`config.mk`:
```
export PLATFORM = sky130hd
export DESIGN_NAME = oversampled_ema_report_filter_unit
export DESIGN_NICKNAME = d
export VERILOG_FILES = /design/src/hw/rtl/emarf_pkg.sv /design/src/hw/rtl/emarf_state_ram.sv /design/src/hw/rtl/emarf_update.sv /design/src/hw/rtl/oversampled_ema_report_filter_unit.sv
export SDC_FILE = /design/constraint.sdc
export NUM_CORES = 1
export LEC_CHECK = 0
export BUFFER_PORTS_ARGS = -buffer_cell sky130_fd_sc_hd__buf_2
export CORE_ASPECT_RATIO = 0.9
export CORE_MARGIN = 5
export CORE_UTILIZATION = 35
export DETAILED_ROUTE_END_ITERATION = 16
export GPL_ROUTABILITY_DRIVEN = 0
export GPL_TIMING_DRIVEN = 0
export SYNTH_ARGS = -nofsm -noshare
export SYNTH_HDL_FRONTEND = slang
export SYNTH_SLANG_ARGS = --single-unit
```
`constraint.sdc`:
```
create_clock -name i_clk -period 16.5 [get_ports i_clk]
set_input_delay 0.825 -clock i_clk [delete_from_list [all_inputs] [get_ports i_clk]]
set_output_delay 0.825 -clock i_clk [all_outputs]
set_load 0.01 [all_outputs]
```
`src/hw/rtl/emarf_pkg.sv`:
```
// Shared constants, register codes and types of the oversampled EMA report filter.
package emarf_pkg;

    // Field widths of the ports.
    localparam int CHAN_W     = 2;
    localparam int SAMPLE_W   = 12;
    localparam int TIME_W     = 32;
    localparam int THR_W      = 9;
    localparam int HB_W       = 16;
    localparam int CFG_IDX_W  = 1;
    localparam int CFG_DATA_W = 16;

    // Filter level in unsigned 12.8 fixed point.
    localparam int FRAC_W  = 8;
    localparam int LEVEL_W = SAMPLE_W + FRAC_W;

    // Configuration limits and reset values.
    localparam logic [THR_W-1:0] THR_MIN   = 9'd1;
    localparam logic [THR_W-1:0] THR_MAX   = 9'd500;
    localparam logic [THR_W-1:0] THR_RESET = 9'd12;
    localparam logic [HB_W-1:0]  HB_RESET  = 16'd5000;

    // Default parameter values.
    localparam int CHANNELS_DEF   = 4;
    localparam int OVERSAMPLE_DEF = 16;

    // Configuration register indexes.
    localparam logic [CFG_IDX_W-1:0] REG_THRESHOLD = 1'b0;
    localparam logic [CFG_IDX_W-1:0] REG_HEARTBEAT = 1'b1;

    // Decision of the update stage for one sample.
    typedef struct packed {
        logic                report;
        logic [SAMPLE_W-1:0] value;
    } t_result;

endpackage

```
`src/hw/rtl/emarf_state_ram.sv`:
```
// Per-channel state memory with registered read, valid bits and write forwarding.
module emarf_state_ram #(
    parameter int DEPTH  = emarf_pkg::CHANNELS_DEF,
    parameter int ADDR_W = 2,
    parameter int DATA_W = 8
) (
    input  logic              i_clk,
    input  logic              i_rst_n,
    input  logic              i_rd_en,
    input  logic [ADDR_W-1:0] i_rd_addr,
    input  logic              i_wr_en,
    input  logic [ADDR_W-1:0] i_wr_addr,
    input  logic [DATA_W-1:0] i_wr_data,
    output logic [DATA_W-1:0] o_rd_data
);

    logic [DATA_W-1:0] r_mem [DEPTH];
    logic [DEPTH-1:0]  r_vld;
    logic [DATA_W-1:0] r_rd_data;

    // Storage write and registered read. A write to the entry being read in the
    // same cycle is forwarded; an entry never written reads as zero.
    always_ff @(posedge i_clk) begin
        if (i_wr_en) begin
            r_mem[i_wr_addr] <= i_wr_data;
        end
        if (i_rd_en) begin
            if (i_wr_en && (i_wr_addr == i_rd_addr)) begin
                r_rd_data <= i_wr_data;
            end else if (r_vld[i_rd_addr]) begin
                r_rd_data <= r_mem[i_rd_addr];
            end else begin
                r_rd_data <= '0;
            end
        end
    end

    // Valid bits, cleared at reset.
    always_ff @(posedge i_clk) begin
        if (!i_rst_n) begin
            r_vld <= '0;
        end else if (i_wr_en) begin
            r_vld[i_wr_addr] <= 1'b1;
        end
    end

    assign o_rd_data = r_rd_data;

endmodule

```
`src/hw/rtl/emarf_update.sv`:
```
// Update datapath: accumulation, mean, EMA step, rounding and report decision.
module emarf_update #(
    parameter int OVERSAMPLE = emarf_pkg::OVERSAMPLE_DEF,
    parameter int SUM_W      = 16,
    parameter int CNT_W      = 4
) (
    input  logic [SUM_W-1:0]              i_sum,
    input  logic [CNT_W-1:0]              i_cnt,
    input  logic [emarf_pkg::LEVEL_W-1:0] i_level,
    input  logic                          i_primed,
    input  logic [emarf_pkg::SAMPLE_W-1:0] i_last_rep,
    input  logic [emarf_pkg::TIME_W-1:0]  i_last_time,
    input  logic [emarf_pkg::SAMPLE_W-1:0] i_sample,
    input  logic [emarf_pkg::TIME_W-1:0]  i_now_ms,
    input  logic [emarf_pkg::THR_W-1:0]   i_threshold,
    input  logic [emarf_pkg::HB_W-1:0]    i_heartbeat,
    output logic [SUM_W-1:0]              o_sum,
    output logic [CNT_W-1:0]              o_cnt,
    output logic [emarf_pkg::LEVEL_W-1:0] o_level,
    output logic                          o_primed,
    output logic [emarf_pkg::SAMPLE_W-1:0] o_last_rep,
    output logic [emarf_pkg::TIME_W-1:0]  o_last_time,
    output emarf_pkg::t_result            o_result
);

    localparam int OS_W    = $clog2(OVERSAMPLE);
    localparam int SCALE_W = SUM_W + emarf_pkg::FRAC_W;
    localparam int LVL_W   = emarf_pkg::LEVEL_W;
    localparam int SMP_W   = emarf_pkg::SAMPLE_W;

    logic [SUM_W-1:0]   sum_acc;
    logic               group_done;
    logic [SCALE_W-1:0] scaled;
    logic [LVL_W-1:0]   mean;
    logic signed [LVL_W:0] diff;
    logic signed [LVL_W:0] step;
    logic [LVL_W-1:0]   level_new;
    logic [LVL_W:0]     rounded;
    logic [SMP_W:0]     value_wide;
    logic [SMP_W-1:0]   value;
    logic [SMP_W-1:0]   delta;
    logic [emarf_pkg::TIME_W-1:0] elapsed;
    logic               moved;
    logic               overdue;
    logic               report;

    // Accumulate and detect the sample that completes a group.
    assign sum_acc    = i_sum + SUM_W'(i_sample);
    assign group_done = (i_cnt == CNT_W'(OVERSAMPLE - 1));

    // Mean in 12.8: sum times 256 divided by the power-of-two group size.
    assign scaled = {sum_acc, emarf_pkg::FRAC_W'(0)};
    assign mean   = LVL_W'(scaled >> OS_W);

    // EMA with alpha of one quarter, arithmetic shift rounds toward minus infinity.
    assign diff      = $signed({1'b0, mean}) - $signed({1'b0, i_level});
    assign step      = diff >>> 2;
    assign level_new = i_primed ? LVL_W'($signed({1'b0, i_level}) + step) : mean;

    // Round half up to whole counts and saturate to the converter range.
    assign rounded    = {1'b0, level_new} + (LVL_W + 1)'(1 << (emarf_pkg::FRAC_W - 1));
    assign value_wide = rounded[LVL_W:emarf_pkg::FRAC_W];
    assign value      = value_wide[SMP_W] ? {SMP_W{1'b1}} : value_wide[SMP_W-1:0];

    // Report decision: threshold, heartbeat with wrapping time, or first mean.
    assign delta   = (value >= i_last_rep) ? (value - i_last_rep) : (i_last_rep - value);
    assign moved   = (delta >= SMP_W'(i_threshold));
    assign elapsed = i_now_ms - i_last_time;
    assign overdue = (elapsed >= emarf_pkg::TIME_W'(i_heartbeat));
    assign report  = group_done && (moved || overdue || !i_primed);

    // New state of the channel.
    always_comb begin
        o_sum       = group_done ? '0 : sum_acc;
        o_cnt       = group_done ? '0 : CNT_W'(i_cnt + 1'b1);
        o_level     = group_done ? level_new : i_level;
        o_primed    = i_primed || group_done;
        o_last_rep  = report ? value : i_last_rep;
        o_last_time = report ? i_now_ms : i_last_time;
        o_result.report = report;
        o_result.value  = value;
    end

endmodule

```
`src/hw/rtl/oversampled_ema_report_filter_unit.sv`:
```
// Top level of the oversampled EMA report filter: pipeline control, registers, output.
//
// Input channel: i_in_valid with o_in_stall carries one converter sample with its
// channel and millisecond time per transaction. Samples of a channel at or above
// CHANNELS are taken and dropped. Every OVERSAMPLE samples of one channel form a
// mean that drives a quarter-weight EMA; a report transaction (channel, rounded
// level) leaves on o_out_valid with i_out_stall when the level moved by the
// threshold, the heartbeat time ran out, or the channel was just primed.
// Configuration: i_cfg_valid with o_cfg_ready (always high) writes register 0
// (threshold, values outside 1..500 ignored) or register 1 (heartbeat in ms).
// Throughput is one sample per cycle unless a reporting sample waits on a stalled
// output. The state of all channels sits in one memory with a registered read: a
// sample reads its channel on acceptance and is updated and written back when the
// update stage advances, where a report is also registered into o_out_valid.
// Back-to-back samples of one channel are served by forwarding the write.
// Reset clears the pipeline, output register, registers and the memory valid
// bits at once; no clearing pass is needed. While the receiver stalls, a full
// output register holds its report; only a sample that would report then
// holds the update stage, and the input stalls behind it.
module oversampled_ema_report_filter_unit #(
    parameter int CHANNELS   = emarf_pkg::CHANNELS_DEF,
    parameter int OVERSAMPLE = emarf_pkg::OVERSAMPLE_DEF
) (
    input  logic                             i_clk,
    input  logic                             i_rst_n,
    input  logic                             i_in_valid,
    output logic                             o_in_stall,
    input  logic [emarf_pkg::CHAN_W-1:0]     i_channel,
    input  logic [emarf_pkg::SAMPLE_W-1:0]   i_sample,
    input  logic [emarf_pkg::TIME_W-1:0]     i_now_ms,
    output logic                             o_out_valid,
    input  logic                             i_out_stall,
    output logic [emarf_pkg::CHAN_W-1:0]     o_report_channel,
    output logic [emarf_pkg::SAMPLE_W-1:0]   o_report_value,
    input  logic                             i_cfg_valid,
    output logic                             o_cfg_ready,
    input  logic [emarf_pkg::CFG_IDX_W-1:0]  i_cfg_index,
    input  logic [emarf_pkg::CFG_DATA_W-1:0] i_cfg_data
);

    localparam int OS_W   = $clog2(OVERSAMPLE);
    localparam int SUM_W  = emarf_pkg::SAMPLE_W + OS_W;
    localparam int CNT_W  = (OS_W > 0) ? OS_W : 1;
    localparam int ADDR_W = (CHANNELS > 1) ? $clog2(CHANNELS) : 1;
    localparam int LVL_W  = emarf_pkg::LEVEL_W;
    localparam int SMP_W  = emarf_pkg::SAMPLE_W;
    localparam int TIM_W  = emarf_pkg::TIME_W;
    localparam int WORD_W = SUM_W + CNT_W + LVL_W + 1 + SMP_W + TIM_W;

    // Configuration registers.
    logic [emarf_pkg::THR_W-1:0] r_threshold;
    logic [emarf_pkg::HB_W-1:0]  r_heartbeat;
    logic [emarf_pkg::THR_W-1:0] cfg_thr;

    // Update stage.
    logic                    r_s1_valid;
    logic [emarf_pkg::CHAN_W-1:0] r_s1_channel;
    logic [SMP_W-1:0]        r_s1_sample;
    logic [TIM_W-1:0]        r_s1_now;

    // Output register.
    logic                    r_o_valid;
    logic [emarf_pkg::CHAN_W-1:0] r_o_channel;
    logic [SMP_W-1:0]        r_o_value;

    logic in_accept;
    logic in_range;
    logic out_free;
    logic s1_go;

    logic [WORD_W-1:0] rd_word;
    logic [WORD_W-1:0] wr_word;

    logic [SUM_W-1:0]  st_sum,      nx_sum;
    logic [CNT_W-1:0]  st_cnt,      nx_cnt;
    logic [LVL_W-1:0]  st_level,    nx_level;
    logic              st_primed,   nx_primed;
    logic [SMP_W-1:0]  st_last_rep, nx_last_rep;
    logic [TIM_W-1:0]  st_last_time, nx_last_time;
    emarf_pkg::t_result s1_res;

    // Handshake control: the update stage only waits for a report it cannot place.
    assign out_free   = !r_o_valid || !i_out_stall;
    assign s1_go      = r_s1_valid && (out_free || !s1_res.report);
    assign o_in_stall = r_s1_valid && !s1_go;
    assign in_accept  = i_in_valid && !o_in_stall;
    assign in_range   = (int'(i_channel) < CHANNELS);
    assign o_cfg_ready = 1'b1;

    // State memory: read on acceptance, write back when the update stage advances.
    emarf_state_ram #(
        .DEPTH  (CHANNELS),
        .ADDR_W (ADDR_W),
        .DATA_W (WORD_W)
    ) u_ram (
        .i_clk     (i_clk),
        .i_rst_n   (i_rst_n),
        .i_rd_en   (in_accept && in_range),
        .i_rd_addr (ADDR_W'(i_channel)),
        .i_wr_en   (s1_go),
        .i_wr_addr (ADDR_W'(r_s1_channel)),
        .i_wr_data (wr_word),
        .o_rd_data (rd_word)
    );

    assign {st_sum, st_cnt, st_level, st_primed, st_last_rep, st_last_time} = rd_word;
    assign wr_word = {nx_sum, nx_cnt, nx_level, nx_primed, nx_last_rep, nx_last_time};

    // Read-modify-write datapath.
    emarf_update #(
        .OVERSAMPLE (OVERSAMPLE),
        .SUM_W      (SUM_W),
        .CNT_W      (CNT_W)
    ) u_update (
        .i_sum       (st_sum),
        .i_cnt       (st_cnt),
        .i_level     (st_level),
        .i_primed    (st_primed),
        .i_last_rep  (st_last_rep),
        .i_last_time (st_last_time),
        .i_sample    (r_s1_sample),
        .i_now_ms    (r_s1_now),
        .i_threshold (r_threshold),
        .i_heartbeat (r_heartbeat),
        .o_sum       (nx_sum),
        .o_cnt       (nx_cnt),
        .o_level     (nx_level),
        .o_primed    (nx_primed),
        .o_last_rep  (nx_last_rep),
        .o_last_time (nx_last_time),
        .o_result    (s1_res)
    );

    // Configuration writes; a threshold outside its legal range is ignored.
    assign cfg_thr = i_cfg_data[emarf_pkg::THR_W-1:0];

    always_ff @(posedge i_clk) begin
        if (!i_rst_n) begin
            r_threshold <= emarf_pkg::THR_RESET;
            r_heartbeat <= emarf_pkg::HB_RESET;
        end else if (i_cfg_valid) begin
            case (i_cfg_index)
                emarf_pkg::REG_THRESHOLD: begin
                    if ((cfg_thr >= emarf_pkg::THR_MIN) && (cfg_thr <= emarf_pkg::THR_MAX)) begin
                        r_threshold <= cfg_thr;
                    end
                end
                emarf_pkg::REG_HEARTBEAT: begin
                    r_heartbeat <= i_cfg_data[emarf_pkg::HB_W-1:0];
                end
                default: begin
                end
            endcase
        end
    end

    // Update stage valid.
    always_ff @(posedge i_clk) begin
        if (!i_rst_n) begin
            r_s1_valid <= 1'b0;
        end else if (in_accept) begin
            r_s1_valid <= in_range;
        end else if (s1_go) begin
            r_s1_valid <= 1'b0;
        end
    end

    // Update stage payload.
    always_ff @(posedge i_clk) begin
        if (in_accept) begin
            r_s1_channel <= i_channel;
            r_s1_sample  <= i_sample;
            r_s1_now     <= i_now_ms;
        end
    end

    // Output register valid.
    always_ff @(posedge i_clk) begin
        if (!i_rst_n) begin
            r_o_valid <= 1'b0;
        end else if (s1_go && s1_res.report) begin
            r_o_valid <= 1'b1;
        end else if (out_free) begin
            r_o_valid <= 1'b0;
        end
    end

    // Output register payload.
    always_ff @(posedge i_clk) begin
        if (s1_go && s1_res.report) begin
            r_o_channel <= r_s1_channel;
            r_o_value   <= s1_res.value;
        end
    end

    assign o_out_valid      = r_o_valid;
    assign o_report_channel = r_o_channel;
    assign o_report_value   = r_o_value;

    // The input only stalls behind an occupied update stage.
    a_stall_needs_stage: assert property (@(posedge i_clk) disable iff (!i_rst_n)
        o_in_stall |-> r_s1_valid)
        else $error("input stalled with an empty update stage");

    // A report leaving the update stage appears in the output register next cycle.
    a_report_lands: assert property (@(posedge i_clk) disable iff (!i_rst_n)
        (s1_go && s1_res.report) |=>
            (o_out_valid && (o_report_channel == $past(r_s1_channel))))
        else $error("report lost between update stage and output register");

    // The threshold register never leaves its legal range.
    a_threshold_range: assert property (@(posedge i_clk) disable iff (!i_rst_n)
        (r_threshold >= emarf_pkg::THR_MIN) && (r_threshold <= emarf_pkg::THR_MAX))
        else $error("threshold register out of range");

    // A report held under stall must not be overwritten.
    a_no_overwrite: assert property (@(posedge i_clk) disable iff (!i_rst_n)
        (r_o_valid && i_out_stall) |-> !(s1_go && s1_res.report))
        else $error("pending report overwritten");

endmodule
```
==> impl_results.md <==
* Slew HR at 28.9%
* Postcts setup bufs at 0
* # H-tree levels at 2
* Min Tclk post-route at about 15000 ps
* EDFF count, synth at 485
* Startpoint Class: register
* Mapped Area at 27400 µm²
* Post-synth top area cell: edfxtp_1
* WL final at 65300 µm
* Mux cell area share after synthesis at 14.1%
* Grt ovf at 0
* Routed Antenna Nets at 0
* Max-cap violations at 0
* Yosys cell types at 97
* Post-synthesis compound-gate area fraction at 9.32%
* Ys async rst share at 0%
* First-pass GRT wire length at around 100000 µm
* Critical Path AT at approximately 15000 ps
* Vias per cell at 5.28
* I/O Buffers at 83
* Type of the most critical hold path: input port to register
* Area share of the largest cell type after synthesis at 53.1%
* Share of cells above drive strength 1 at 18.4%
* CP Max Fanout at 45
* Initial antenna violation count at 2
* Final setup margin at 1320 ps
* Clk_skew at 20.6 ps
* CP Data Required Time at about 17000 ps
* Critical setup path kind: register to register
* Critical path's slowest cell: and3_4
* #FFs+latches synth at 516
* Main combinational cell family by area after synthesis: multiplexers
* Synth Area in Adders at under 10%
* Synth area leaders: edfxtp_1, mux4_2, ha_1
* Vias in the first global route at 17515
* Final net count at 2438
* Row count at 97
* Simple-gate share of the synthesized area at 9.36%
* CTS Hold Bufs at 0
* Synth Instances at ~2100
* Antenna fix cells at 0
* Sequential-to-total area share from yosys stat at 55.4%
* Root buffer cell: clkbuf_16
* Largest net degree at the start of global routing at 46
* Fill cells at 7197
* P_leak at 11.6 nW
* Cell with the most instances on the worst path: ha_1
* Core area at 77800 µm²
* Synth-to-layout area growth at 14.1%
* GRT Total Usage at 15.2%
* RSZ-0062 raised after global routing: no
* CP Capture Type: register
* Tcrit/Tclk final at 92.0%
* Final hold vios at 0
* Clk pin slew, worst setup/hold paths at around 60 ps
* CP peak stage delay at 780 ps
* Worst-Margin Slew at 1070 ps
* Ys flop type: edfxtp_1
* Post-CTS sizing at 0
* Wire per inst at 19.7 µm
* I/O Pins at 85
* CTS tree: yes
* Setup WS pre-CTS at about 1300 ps
* Yosys synthesis warning count at 0
* Power per cell area at 122 nW/µm²
* Max clock buf depth at 3
* Setup_tns at 0 ps
* DR vias at 17541
* Initial Util at 35.3%
* Status: completed
* DR pass1 iterations at 6
* Die Wd at about 300 µm
* Post-synthesis net count at 2285
* Final Setup Violations at 0
* Clock latency on the worst-skew pair at approximately 610 ps
* Max frequency at 0.0659 GHz
* Die Y at 276 µm
* Initial DRC Count at 1315
* Clk sinks at roughly 520
* Die area at 84100 µm²
* VDD IR max at 80.8 µV
* XOR/XNOR Fraction of Synth Area at 2.17%
* Syn_area_per_cell at 13.2 µm²
* CTS buffer count at 55
* Detailed placement HPWL at 46300 µm
* DRC Markers at 0
* Fin. max-slew vios at 0
cell usage in the layout, fill, tap and decap left out, drive strengths merged, types with 81 or more instances in the layout:
cell type,netlist,routed
clkbuf,54,125
mux2,115,115
ha,128,128
buf,35,131
inv,147,149
mux4,86,86
edfxtp,485,485
a21oi,101,101
o21ai,81,81
nand2,168,168
path summary, 6_finish.rpt:
check / startpoint / to / slack [ps] / depth (start not counted)
worst max-delay path: u_ram.o_rd_data[74] / u_ram.r_mem[0][49] / 1320 / 49
worst min register to register: r_heartbeat[11] / r_heartbeat[11] / 460 / 2
worst max register to register: u_ram.o_rd_data[74] / u_ram.r_mem[0][49] / 1320 / 49
worst min-delay path: i_now_ms[13] / r_s1_now[13] / 380 / 1
routing by layer:
layer	part of all wire [%]	vias up	global-route usage, %
met1	45	8671	20.9
met3	5.4	124	2.40
met5	0.020	-	0
li1	-	8218	-
met2	46	526	24.7
met4	3.6	2	5.35
worst max-delay path: cells and delay by family, from the launching register on:
kind,cells,cell delay (ps)
DFF,1,450
buffers and inverters,7,1750
and+or+nand+nor,18,5170
AOI/OAI and AO/OA,16,4860
adders and majority gates,6,1960
xor gates and xnor gates,2,550
through the flow:
stage | utilization (%) | total power, mW | instance area [µm²] | hold slack (ps) | std cells
6_report | 40.2 | 3.82 | 31300 | 383 | 3322
5_1_grt | 40.2 | 4.02 | 31300 | 345 | 3322
4_1_cts | 40.2 | 3.84 | 31300 | 340 | 3322
3_5_place_dp | 37.9 | 2.57 | 29500 | 461 | 3220
3_3_place_gp | 37.5 | 2.56 | 29100 | 445 | 3207
2_1_floorplan | - | 2.29 | 27400 | 434 | 2085
registers in the layout, summed over array words and instances (netlist names):
name,cells
u_ram.r_vld,4
r_s1_now,32
r_threshold,9
o_out_valid,1
r_s1_valid,1
r_heartbeat,16
r_s1_channel,2
u_ram.o_rd_data,85
r_s1_sample,12
o_report_channel,2
u_ram.r_mem,340
o_report_value,12
power by group:
part	switching [mW]	internal, mW
Combinational	0.638	0.405
Clock	0.514	0.743
Sequential	0.0219	1.49
Total	1.17	2.64
Yosys cell counts (7+ instances only):
| library cell | count |
|---|---|
| nand3_1 | 33 |
| ha_1 | 128 |
| o31ai_1 | 8 |
| nand4_1 | 19 |
| mux2_2 | 56 |
| nor2_1 | 77 |
| a31oi_1 | 15 |
| buf_2 | 12 |
| nand2b_1 | 12 |
| nor3_1 | 24 |
| a21o_1 | 29 |
| mux4_2 | 86 |
| clkbuf_1 | 54 |
| dfxtp_1 | 31 |
| o21bai_1 | 8 |
| o21ai_1 | 9 |
| buf_1 | 10 |
| mux2i_1 | 50 |
| a211oi_1 | 17 |
| nand2_1 | 168 |
| or3_1 | 12 |
| and2_1 | 73 |
| o21ai_0 | 71 |
| mux2_1 | 22 |
| edfxtp_1 | 485 |
| o21a_1 | 20 |
| xnor2_1 | 44 |
| nand3b_1 | 7 |
| xor2_1 | 24 |
| inv_1 | 144 |
| nor2b_1 | 22 |
| and3_1 | 14 |
| o211ai_1 | 17 |
| a21boi_0 | 14 |
| buf_4 | 8 |
| mux2_4 | 37 |
| a21oi_1 | 101 |
layout make-up:
cell class	instances	area [µm²]	area share [%]
inverter	147	552	1.76
multi-input combinational	1333	11300	36.1
clock buffer	71	1480	4.73
clock inverter	31	354	1.13
buffer	89	417	1.33
timing repair buffer	96	701	2.24
sequential	516	15200	48.5
tap	1039	1300	4.15
logic make-up (layout without fill, tap and decap cells):
family / Yosys count / in the layout
multiplexers: 251 / 251
buffers and inverters: 236 / 434
AO/OA/AOI/OAI: 381 / 381
other: 1 / 1
XOR/XNOR: 68 / 68
AND/OR/NAND/NOR: 500 / 500
flip-flops: 516 / 516
adder cells (fa/ha/maj): 132 / 132
Note: power is estimated with default switching activity, not from simulation.
